==> src/rtl/lcdw_pkg.sv <==
// Shared types, command codes and the init instruction table for the LCD bus writer.
`default_nettype none

package lcdw_pkg;

    // Command codes carried in the cmd field of an input word.
    localparam logic [2:0] CMD_INSTR  = 3'd0;
    localparam logic [2:0] CMD_DATA   = 3'd1;
    localparam logic [2:0] CMD_INIT   = 3'd2;
    localparam logic [2:0] CMD_CURSOR = 3'd3;
    localparam logic [2:0] CMD_CLEAR  = 3'd4;

    // Configuration register indexes.
    localparam logic [1:0] CFG_FOUR_BIT_MODE  = 2'd0;
    localparam logic [1:0] CFG_PULSE_MS       = 2'd1;
    localparam logic [1:0] CFG_POWER_UP_MS    = 2'd2;
    localparam logic [1:0] CFG_CLEAR_EXTRA_MS = 2'd3;

    // Controller instructions.
    localparam logic [7:0] INS_FUNC_8  = 8'h38;
    localparam logic [7:0] INS_FUNC_4  = 8'h28;
    localparam logic [7:0] INS_HOME    = 8'h02;
    localparam logic [7:0] INS_DISP_ON = 8'h0C;
    localparam logic [7:0] INS_CLEAR   = 8'h01;
    localparam logic [7:0] INS_ENTRY   = 8'h06;
    localparam logic [7:0] INS_DDRAM   = 8'h80;
    localparam logic [7:0] ROW1_OFFSET = 8'h40;

    // Reset values of the configuration registers.
    localparam logic       FOUR_BIT_RESET    = 1'b1;
    localparam logic [7:0] PULSE_RESET       = 8'd1;
    localparam logic [9:0] POWER_UP_RESET    = 10'd50;
    localparam logic [7:0] CLEAR_EXTRA_RESET = 8'd1;

    // Last step index of the init sequence (step 0 is the power-up wait).
    localparam logic [2:0] INIT_LAST_STEP_4 = 3'd5;
    localparam logic [2:0] INIT_LAST_STEP_8 = 3'd4;

    typedef struct packed {
        logic [2:0] cmd;
        logic [7:0] value;
        logic [1:0] line;
        logic [5:0] cell_req;
    } lcdw_cmd_t;

    typedef struct packed {
        logic       rs;
        logic       en;
        logic [7:0] data_pins;
        logic [9:0] hold_ms;
        logic       last;
    } lcdw_setting_t;

    typedef struct packed {
        logic       four_bit_mode;
        logic [7:0] pulse_ms;
        logic [9:0] power_up_ms;
        logic [7:0] clear_extra_ms;
    } lcdw_cfg_t;

    // One unit of work for the back end: a power-up wait or one byte write.
    typedef struct packed {
        logic       is_wait;
        logic       rs;
        logic [7:0] byte_val;
        logic       extra;
        logic       last;
    } lcdw_job_t;

    localparam int JOB_W     = $bits(lcdw_job_t);
    localparam int SETTING_W = $bits(lcdw_setting_t);

    // Instruction sent at a given init step (steps 1 and up).
    function automatic logic [7:0] init_byte(input logic four, input logic [2:0] step);
        logic [7:0] b;
        b = INS_ENTRY;
        if (four) begin
            case (step)
                3'd1:    b = INS_HOME;
                3'd2:    b = INS_FUNC_4;
                3'd3:    b = INS_DISP_ON;
                3'd4:    b = INS_CLEAR;
                default: b = INS_ENTRY;
            endcase
        end else begin
            case (step)
                3'd1:    b = INS_FUNC_8;
                3'd2:    b = INS_DISP_ON;
                3'd3:    b = INS_CLEAR;
                default: b = INS_ENTRY;
            endcase
        end
        return b;
    endfunction

endpackage

`default_nettype wire

==> src/rtl/char_lcd_bus_writer.sv <==
// Top level of the character LCD bus writer: config registers, front end, back end, queues.
`default_nettype none

// Turns host commands (instruction, data, init, set cursor, clear) into a stream of
// pin settings for an HD44780-style character LCD: RS, EN, D7..D0 and the time in
// milliseconds each setting is held. Commands enter through a queue-style port
// (push/full) and settings leave through another (empty/pop). A byte takes four
// settings in 4-bit mode (two nibbles, each EN high then EN low) and two in 8-bit
// mode; init takes 21 settings in 4-bit mode and 9 in 8-bit mode, and a set-cursor
// to a row above one or an unknown command produces nothing. The back end emits
// one setting per clock while a job is waiting and the result queue has room;
// that back-end rate sets the throughput. A new command is taken as soon as the
// front end hands its last job to the job queue, so commands flow back to back.
// The first setting of a command reaches the result port through the front end's
// command registers, the job queue and the result queue. Configuration
// is written through cfg_valid/cfg_index/cfg_data (always ready) and must only
// change while the block is idle. JOB_DEPTH and OUT_DEPTH size the internal job
// queue and the result queue (2 to 16 words each).
module char_lcd_bus_writer #(
    parameter int JOB_DEPTH = 2,
    parameter int OUT_DEPTH = 2
) (
    input  wire logic                    clk,
    input  wire logic                    rst_n,
    input  wire logic                    push,
    input  wire lcdw_pkg::lcdw_cmd_t     command,
    output logic                         full,
    output logic                         empty,
    input  wire logic                    pop,
    output lcdw_pkg::lcdw_setting_t      setting,
    input  wire logic                    cfg_valid,
    output logic                         cfg_ready,
    input  wire logic [1:0]              cfg_index,
    input  wire logic [9:0]              cfg_data
);

    lcdw_pkg::lcdw_cfg_t     cfg_reg, cfg_next;
    lcdw_pkg::lcdw_job_t     front_job, back_job;
    lcdw_pkg::lcdw_setting_t back_setting;
    logic                    job_push, job_full, job_empty, job_pop;
    logic                    set_push, set_full;
    logic [lcdw_pkg::JOB_W-1:0]     job_rd_data;
    logic [lcdw_pkg::SETTING_W-1:0] set_rd_data;

    // Configuration writes are always taken; an index past the list is ignored.
    assign cfg_ready = 1'b1;

    always_comb
    begin
        cfg_next = cfg_reg;
        if (cfg_valid && cfg_ready)
        begin
            case (cfg_index)
                lcdw_pkg::CFG_FOUR_BIT_MODE:  cfg_next.four_bit_mode  = cfg_data[0];
                lcdw_pkg::CFG_PULSE_MS:       cfg_next.pulse_ms       = cfg_data[7:0];
                lcdw_pkg::CFG_POWER_UP_MS:    cfg_next.power_up_ms    = cfg_data;
                lcdw_pkg::CFG_CLEAR_EXTRA_MS: cfg_next.clear_extra_ms = cfg_data[7:0];
                default:                      cfg_next = cfg_reg;
            endcase
        end
    end

    always_ff @(posedge clk or negedge rst_n)
    begin
        if (!rst_n)
        begin
            cfg_reg.four_bit_mode  <= lcdw_pkg::FOUR_BIT_RESET;
            cfg_reg.pulse_ms       <= lcdw_pkg::PULSE_RESET;
            cfg_reg.power_up_ms    <= lcdw_pkg::POWER_UP_RESET;
            cfg_reg.clear_extra_ms <= lcdw_pkg::CLEAR_EXTRA_RESET;
        end else
        begin
            cfg_reg <= cfg_next;
        end
    end

    // The front end classifies commands and expands init into its instruction list.
    lcdw_front u_front (
        .clk           (clk),
        .rst_n         (rst_n),
        .push          (push),
        .command       (command),
        .full          (full),
        .four_bit_mode (cfg_reg.four_bit_mode),
        .job_push      (job_push),
        .job           (front_job),
        .job_full      (job_full)
    );

    // The job queue decouples command handling from pin sequencing.
    lcdw_fifo #(
        .WIDTH (lcdw_pkg::JOB_W),
        .DEPTH (JOB_DEPTH)
    ) u_job_fifo (
        .clk     (clk),
        .rst_n   (rst_n),
        .wr_en   (job_push),
        .wr_data (front_job),
        .full    (job_full),
        .rd_en   (job_pop),
        .rd_data (job_rd_data),
        .empty   (job_empty)
    );

    assign back_job = lcdw_pkg::lcdw_job_t'(job_rd_data);

    // The back end tracks the RS and data levels last driven and emits settings.
    lcdw_back u_back (
        .clk       (clk),
        .rst_n     (rst_n),
        .cfg       (cfg_reg),
        .job       (back_job),
        .job_empty (job_empty),
        .job_pop   (job_pop),
        .set_push  (set_push),
        .setting   (back_setting),
        .set_full  (set_full)
    );

    // The result queue holds finished settings until the consumer pops them.
    lcdw_fifo #(
        .WIDTH (lcdw_pkg::SETTING_W),
        .DEPTH (OUT_DEPTH)
    ) u_out_fifo (
        .clk     (clk),
        .rst_n   (rst_n),
        .wr_en   (set_push),
        .wr_data (back_setting),
        .full    (set_full),
        .rd_en   (pop),
        .rd_data (set_rd_data),
        .empty   (empty)
    );

    assign setting = lcdw_pkg::lcdw_setting_t'(set_rd_data);

endmodule

`default_nettype wire

==> src/rtl/lcdw_fifo.sv <==
// Small register FIFO used between the front end, the back end and the result port.
`default_nettype none

module lcdw_fifo #(
    parameter int WIDTH = 8,
    parameter int DEPTH = 2
) (
    input  wire logic             clk,
    input  wire logic             rst_n,
    input  wire logic             wr_en,
    input  wire logic [WIDTH-1:0] wr_data,
    output logic                  full,
    input  wire logic             rd_en,
    output logic [WIDTH-1:0]      rd_data,
    output logic                  empty
);

    localparam int PTR_W = (DEPTH > 1) ? $clog2(DEPTH) : 1;
    localparam int CNT_W = $clog2(DEPTH + 1);

    logic [WIDTH-1:0] mem_reg [DEPTH];
    logic [PTR_W-1:0] wr_ptr_reg, wr_ptr_next;
    logic [PTR_W-1:0] rd_ptr_reg, rd_ptr_next;
    logic [CNT_W-1:0] count_reg, count_next;
    logic             do_wr, do_rd;

    assign full    = (count_reg == CNT_W'(DEPTH));
    assign empty   = (count_reg == '0);
    assign rd_data = mem_reg[rd_ptr_reg];
    assign do_wr   = wr_en && !full;
    assign do_rd   = rd_en && !empty;

    always_comb
    begin
        wr_ptr_next = wr_ptr_reg;
        rd_ptr_next = rd_ptr_reg;
        count_next  = count_reg;
        if (do_wr)
        begin
            wr_ptr_next = (wr_ptr_reg == PTR_W'(DEPTH - 1)) ? '0 : wr_ptr_reg + 1'b1;
        end
        if (do_rd)
        begin
            rd_ptr_next = (rd_ptr_reg == PTR_W'(DEPTH - 1)) ? '0 : rd_ptr_reg + 1'b1;
        end
        if (do_wr && !do_rd)
        begin
            count_next = count_reg + 1'b1;
        end else if (do_rd && !do_wr)
        begin
            count_next = count_reg - 1'b1;
        end
    end

    always_ff @(posedge clk or negedge rst_n)
    begin
        if (!rst_n)
        begin
            wr_ptr_reg <= '0;
            rd_ptr_reg <= '0;
            count_reg  <= '0;
        end else
        begin
            wr_ptr_reg <= wr_ptr_next;
            rd_ptr_reg <= rd_ptr_next;
            count_reg  <= count_next;
        end
    end

    always_ff @(posedge clk)
    begin
        if (do_wr)
        begin
            mem_reg[wr_ptr_reg] <= wr_data;
        end
    end

endmodule

`default_nettype wire

==> src/rtl/lcdw_front.sv <==
// Front end: accepts commands, drops ignored ones and breaks each into jobs.
`default_nettype none

module lcdw_front (
    input  wire logic               clk,
    input  wire logic               rst_n,
    input  wire logic               push,
    input  wire lcdw_pkg::lcdw_cmd_t command,
    output logic                    full,
    input  wire logic               four_bit_mode,
    output logic                    job_push,
    output lcdw_pkg::lcdw_job_t     job,
    input  wire logic               job_full
);

    logic            busy_reg, busy_next;
    logic            is_init_reg, is_init_next;
    logic            rs_reg, rs_next;
    logic [7:0]      byte_reg, byte_next;
    logic [2:0]      step_reg, step_next;
    logic            accept, cmd_ok, job_done;
    logic [7:0]      init_val;
    logic [7:0]      cursor_val;

    assign init_val   = lcdw_pkg::init_byte(four_bit_mode, step_reg);
    assign cursor_val = lcdw_pkg::INS_DDRAM
                        | ((command.line == 2'd1) ? lcdw_pkg::ROW1_OFFSET : 8'h00)
                        | {2'b00, command.cell_req};

    always_comb
    begin
        job = '0;
        if (is_init_reg)
        begin
            if (step_reg == 3'd0)
            begin
                job.is_wait = 1'b1;
            end else
            begin
                job.byte_val = init_val;
                job.extra    = (init_val == lcdw_pkg::INS_CLEAR);
                job.last     = four_bit_mode ? (step_reg == lcdw_pkg::INIT_LAST_STEP_4)
                                             : (step_reg == lcdw_pkg::INIT_LAST_STEP_8);
            end
        end else
        begin
            job.rs       = rs_reg;
            job.byte_val = byte_reg;
            job.last     = 1'b1;
        end
    end

    assign job_push = busy_reg && !job_full;
    assign job_done = job_push && job.last;
    assign full     = busy_reg && !job_done;
    assign accept   = push && !full;

    // Set cursor to a row above one and unknown codes produce no work.
    always_comb
    begin
        case (command.cmd)
            lcdw_pkg::CMD_INSTR,
            lcdw_pkg::CMD_DATA,
            lcdw_pkg::CMD_INIT,
            lcdw_pkg::CMD_CLEAR:  cmd_ok = 1'b1;
            lcdw_pkg::CMD_CURSOR: cmd_ok = (command.line[1] == 1'b0);
            default:              cmd_ok = 1'b0;
        endcase
    end

    always_comb
    begin
        busy_next    = busy_reg;
        is_init_next = is_init_reg;
        rs_next      = rs_reg;
        byte_next    = byte_reg;
        step_next    = step_reg;
        if (job_push)
        begin
            step_next = step_reg + 1'b1;
            if (job.last)
            begin
                busy_next = 1'b0;
            end
        end
        if (accept && cmd_ok)
        begin
            busy_next    = 1'b1;
            step_next    = 3'd0;
            is_init_next = (command.cmd == lcdw_pkg::CMD_INIT);
            rs_next      = (command.cmd == lcdw_pkg::CMD_DATA);
            case (command.cmd)
                lcdw_pkg::CMD_CURSOR: byte_next = cursor_val;
                lcdw_pkg::CMD_CLEAR:  byte_next = lcdw_pkg::INS_CLEAR;
                default:              byte_next = command.value;
            endcase
        end
    end

    always_ff @(posedge clk or negedge rst_n)
    begin
        if (!rst_n)
        begin
            busy_reg    <= 1'b0;
            is_init_reg <= 1'b0;
            step_reg    <= 3'd0;
        end else
        begin
            busy_reg    <= busy_next;
            is_init_reg <= is_init_next;
            step_reg    <= step_next;
        end
    end

    always_ff @(posedge clk)
    begin
        rs_reg   <= rs_next;
        byte_reg <= byte_next;
    end

endmodule

`default_nettype wire

==> src/rtl/lcdw_back.sv <==
// Back end: jobs become EN high/low pin settings, one per cycle unless stalled.
`default_nettype none

module lcdw_back (
    input  wire logic                clk,
    input  wire logic                rst_n,
    input  wire lcdw_pkg::lcdw_cfg_t cfg,
    input  wire lcdw_pkg::lcdw_job_t job,
    input  wire logic                job_empty,
    output logic                     job_pop,
    output logic                     set_push,
    output lcdw_pkg::lcdw_setting_t  setting,
    input  wire logic                set_full
);

    logic [1:0] phase_reg, phase_next;
    logic       rs_level_reg, rs_level_next;
    logic [7:0] data_level_reg, data_level_next;
    logic       final_phase;
    logic [7:0] strobe_pins;
    logic [9:0] low_hold;

    assign set_push = !job_empty && !set_full;
    assign job_pop  = set_push && final_phase;

    always_comb
    begin
        if (!cfg.four_bit_mode)
        begin
            strobe_pins = job.byte_val;
        end else if (phase_reg[1])
        begin
            strobe_pins = {job.byte_val[3:0], data_level_reg[3:0]};
        end else
        begin
            strobe_pins = {job.byte_val[7:4], data_level_reg[3:0]};
        end
    end

    always_comb
    begin
        final_phase = job.is_wait ? 1'b1
                    : (cfg.four_bit_mode ? (phase_reg == 2'd3) : (phase_reg == 2'd1));
        low_hold = {2'b00, cfg.pulse_ms};
        if (final_phase && job.extra)
        begin
            low_hold = 10'({1'b0, cfg.pulse_ms} + {1'b0, cfg.clear_extra_ms});
        end
        setting      = '0;
        setting.last = job.last && final_phase;
        if (job.is_wait)
        begin
            setting.rs        = rs_level_reg;
            setting.en        = 1'b0;
            setting.data_pins = data_level_reg;
            setting.hold_ms   = cfg.power_up_ms;
        end else if (!phase_reg[0])
        begin
            setting.rs        = job.rs;
            setting.en        = 1'b1;
            setting.data_pins = strobe_pins;
            setting.hold_ms   = {2'b00, cfg.pulse_ms};
        end else
        begin
            setting.rs        = job.rs;
            setting.en        = 1'b0;
            setting.data_pins = data_level_reg;
            setting.hold_ms   = low_hold;
        end
    end

    always_comb
    begin
        phase_next      = phase_reg;
        rs_level_next   = rs_level_reg;
        data_level_next = data_level_reg;
        if (set_push)
        begin
            phase_next = final_phase ? 2'd0 : phase_reg + 1'b1;
            if (!job.is_wait && !phase_reg[0])
            begin
                rs_level_next   = job.rs;
                data_level_next = strobe_pins;
            end
        end
    end

    always_ff @(posedge clk or negedge rst_n)
    begin
        if (!rst_n)
        begin
            phase_reg      <= 2'd0;
            rs_level_reg   <= 1'b0;
            data_level_reg <= 8'd0;
        end else
        begin
            phase_reg      <= phase_next;
            rs_level_reg   <= rs_level_next;
            data_level_reg <= data_level_next;
        end
    end

endmodule

`default_nettype wire

==> config.mk <==
export PLATFORM = sky130hd
export DESIGN_NAME = char_lcd_bus_writer
export DESIGN_NICKNAME = d
export VERILOG_FILES = /design/src/rtl/lcdw_pkg.sv /design/src/rtl/char_lcd_bus_writer.sv /design/src/rtl/lcdw_fifo.sv /design/src/rtl/lcdw_front.sv /design/src/rtl/lcdw_back.sv
export SDC_FILE = /design/constraint.sdc
export NUM_CORES = 1
export LEC_CHECK = 0
export BUFFER_PORTS_ARGS = -buffer_cell sky130_fd_sc_hd__buf_2
export CAP_MARGIN = 0
export CORE_MARGIN = 3
export CORE_UTILIZATION = 35
export CTS_BUF_LIST = sky130_fd_sc_hd__clkbuf_16
export CTS_CLUSTER_DIAMETER = 30
export CTS_CLUSTER_SIZE = 24
export DETAILED_ROUTE_END_ITERATION = 16
export PLACE_DENSITY = 0.59
export RECOVER_POWER = 25
export SYNTH_ARGS = -nofsm -noshare
export SYNTH_HDL_FRONTEND = slang
export SYNTH_HIERARCHICAL = 1
export SYNTH_SLANG_ARGS = --single-unit
==> constraint.sdc <==
create_clock -name clk -period 4.3 [get_ports clk]
set_input_delay 0.43 -clock clk [delete_from_list [all_inputs] [get_ports clk]]
set_output_delay 0.43 -clock clk [all_outputs]
set_load 0.05 [all_outputs]
==> qor.csv <==
metric,value,unit
first_global_vias,3741,
syn-cell-area,0.006110,mm²
final_layout_size_suffix_gt1_share,33.59,%
cts_setup_buffers,0,
finalSetupTns,0,ns
crit_required,3.87,ns
layout.core_utilization,42.71,%
n_antenna_cell,0,
largest_register_ff_count,42,
cts.reportedPaths.clkPinSlew,0.05,ns
crit_arrival,2.58,ns
final-setup-viol-count,0,
io_buffers,58,
grt.total_usage,12.07,%
gate_count_after_technology_mapping,451,
clock_tree.root_cell,sky130_fd_sc_hd__clkbuf_16,
synth_seq_area_share,57.87,%
grt_antenna_before_repair,1,
areaGrowthSynthToFinish,17.57,%
wire_length_of_the_first_global_routing_pass,18480,µm
worst_skew_pair.late_latency,0.41,ns
synth_area_leaders,"sky130_fd_sc_hd__edfxtp_1, sky130_fd_sc_hd__dfrtp_1, sky130_fd_sc_hd__mux2_2",
final_skew,0.008209,ns
cts_made_buffers,17,
cts.sinks,126,
cts_tree,done,
worstHoldPathType,in -> reg,
min_period,3.009,ns
timing.critical_path.from_type,flip-flop,
synth_top_area_cell,sky130_fd_sc_hd__edfxtp_1,
rsz0062_at_grt,no,
relSlewSlack,-83.78,%
timing.setup.critical_path_class,reg -> out,
h-tree-depth,4,
failed_checks,"max-capacitance violations, max-slew violations",
postSynth.topFlopCell,sky130_fd_sc_hd__edfxtp_1,
core.rowCount,47,
core_region_area,0.01682,mm²
postSynthRegisterBits,126,
whs,0.2489,ns
count_of_flip_flops_with_a_built_in_enable_after_synthesis,75,
first_iter_violations,191,
setup_slack,1.291,ns
floorplan.initialDensity,36.33,%
grt_overflow,0,
achievable-frequency,0.3323,GHz
final_nets,566,
most-common-layout-cells,"sky130_fd_sc_hd__edfxtp_1, sky130_fd_sc_hd__buf_2, sky130_fd_sc_hd__dfrtp_1",
cellLeakagePower,0.002954,µW
synth_top_area_share,36.86,%
dpl.hpwl,8026,µm
min_period_over_period,69.98,%
remaining_drc_errors,0,
post_cts.resized_instances,0,
die_w,138.1,µm
fp.dieArea,0.01908,mm²
grt_start_max_net_pins,52,
mostFrequentLayoutCell,sky130_fd_sc_hd__edfxtp_1,
number_of_search_and_repair_iterations_in_the_first_detailed_routing_pass,4,
vdd_drop_max,0.4896,mV
pre_cts_ws,1.822,ns
boundaryPins,60,
route.detailed.vias_per_inst,4.865,
slew_violations,75,
crit_fanout,22,
clockBufferDepth,2,
detailroute.via_count,3634,
yosysWarnings,6,
outcome,"complete, but fails checks",
power_density,822.4,mW/mm²
gp_congestion,0.8299,
final_hold_viol_count,0,
syn-num-nets,503,
max_cap_viol_count,2,
cts-hold-fix-buffers,0,
synth-async-reset-ratio,40.48,%
die_height,138.1,µm
final.fill_count,1552,
yosys.cell_types.count,62,
antenna_left,0,
average_cell_area_after_synthesis,13.55,µm²
drt_wl_total,11000,µm
end_kind,primary output,
route.detailed.wl_per_inst,14.72,µm
worstMarginPinSlew,2.757,ns
[cells by family after synthesis]
kind of cell	synth area share [%]
DFF	57.87
and+or+nand+nor	8.315
AOI/OAI and AO/OA	8.561
muxes	16.14
buffers and inverters	3.092
xor gates and xnor gates	2.560
adders and majority gates	3.400
other	0.06138
[critical path, stage by stage, from the launching register on]
cell and delay (ns):
sky130_fd_sc_hd__dfrtp_1 0.31, sky130_fd_sc_hd__clkbuf_1 1.21, sky130_fd_sc_hd__mux2_1 0.42, sky130_fd_sc_hd__buf_2 0.22
[metal layers]
metal | share of wire (%) | up-vias | track usage [%]
met5 | 0.064 | - | 0
met4 | 2.6 | 2 | 6.240
met2 | 45 | 90 | 18.47
li1 | - | 1787 | -
met3 | 5.0 | 29 | 3.280
met1 | 47 | 1726 | 15.76
[layout make-up]
type / count / area, µm² / area share [%]
multi-input cells: 290 / 2376 / 33.08
inverters: 17 / 63.81 / 0.8883
repair buffers: 62 / 310.3 / 4.320
clock inverters: 15 / 196.4 / 2.735
flip-flops and latches: 126 / 3536 / 49.22
clock buffers: 17 / 425.4 / 5.922
well taps: 220 / 275.3 / 3.832
[stage by stage]
step	cells	total power [µW]	cell area [µm²]
final	747	5907	7183
after detailed placement	715	4476	6580
after global placement	715	4413	6580
after CTS	747	5977	7202
after floorplan	451	4007	6110
after global routing	747	6267	7183
[synthesized netlist by cell type (4+ instances only)]
| library cell | n |
|---|---|
| sky130_fd_sc_hd__edfxtp_1 | 75 |
| sky130_fd_sc_hd__nor2_1 | 31 |
| sky130_fd_sc_hd__a21o_1 | 5 |
| sky130_fd_sc_hd__nand2b_1 | 4 |
| sky130_fd_sc_hd__nor2b_1 | 13 |
| sky130_fd_sc_hd__xor2_1 | 8 |
| sky130_fd_sc_hd__mux2_2 | 40 |
| sky130_fd_sc_hd__clkbuf_1 | 6 |
| sky130_fd_sc_hd__xnor2_1 | 8 |
| sky130_fd_sc_hd__nand2_1 | 12 |
| sky130_fd_sc_hd__dfrtp_1 | 45 |
| sky130_fd_sc_hd__mux2_4 | 28 |
| sky130_fd_sc_hd__nor4_1 | 4 |
| sky130_fd_sc_hd__inv_1 | 17 |
| sky130_fd_sc_hd__o22ai_1 | 6 |
| sky130_fd_sc_hd__buf_2 | 4 |
| sky130_fd_sc_hd__and3_1 | 4 |
| sky130_fd_sc_hd__o21ai_0 | 16 |
| sky130_fd_sc_hd__nor3_1 | 6 |
| sky130_fd_sc_hd__a22oi_1 | 4 |
| sky130_fd_sc_hd__mux2_1 | 4 |
| sky130_fd_sc_hd__buf_6 | 6 |
| sky130_fd_sc_hd__a21oi_1 | 28 |
| sky130_fd_sc_hd__mux2i_1 | 7 |
| sky130_fd_sc_hd__dfstp_2 | 6 |
| sky130_fd_sc_hd__ha_1 | 15 |
[final timing paths]
path	from	end	slack, ns	cells after the start
worst max register to register	u_job_fifo/rd_ptr_reg	u_out_fifo/mem_reg[0][7]	1.87	4
max in group asynchronous	rst_n	u_back/data_level_reg[7]	1.73	2
worst min register to register	u_job_fifo/wr_ptr_reg	u_job_fifo/wr_ptr_reg	0.50	1
min in group asynchronous	rst_n	cfg_reg[17]	0.98	2
worst max-delay path	u_out_fifo/rd_ptr_reg	setting[3]	1.29	3
worst min-delay path	cfg_data[8]	cfg_reg[16]	0.25	2
[where the power goes]
part | total (µW) | leakage, µW | internal [µW] | switching (µW)
Clock | 1470 | 0.000286 | 964 | 505
Combinational | 2340 | 0.00137 | 902 | 1440
Sequential | 2100 | 0.00130 | 1860 | 242
Total | 5910 | 0.00295 | 3720 | 2180
Note: power is estimated with default switching activity, not from simulation.
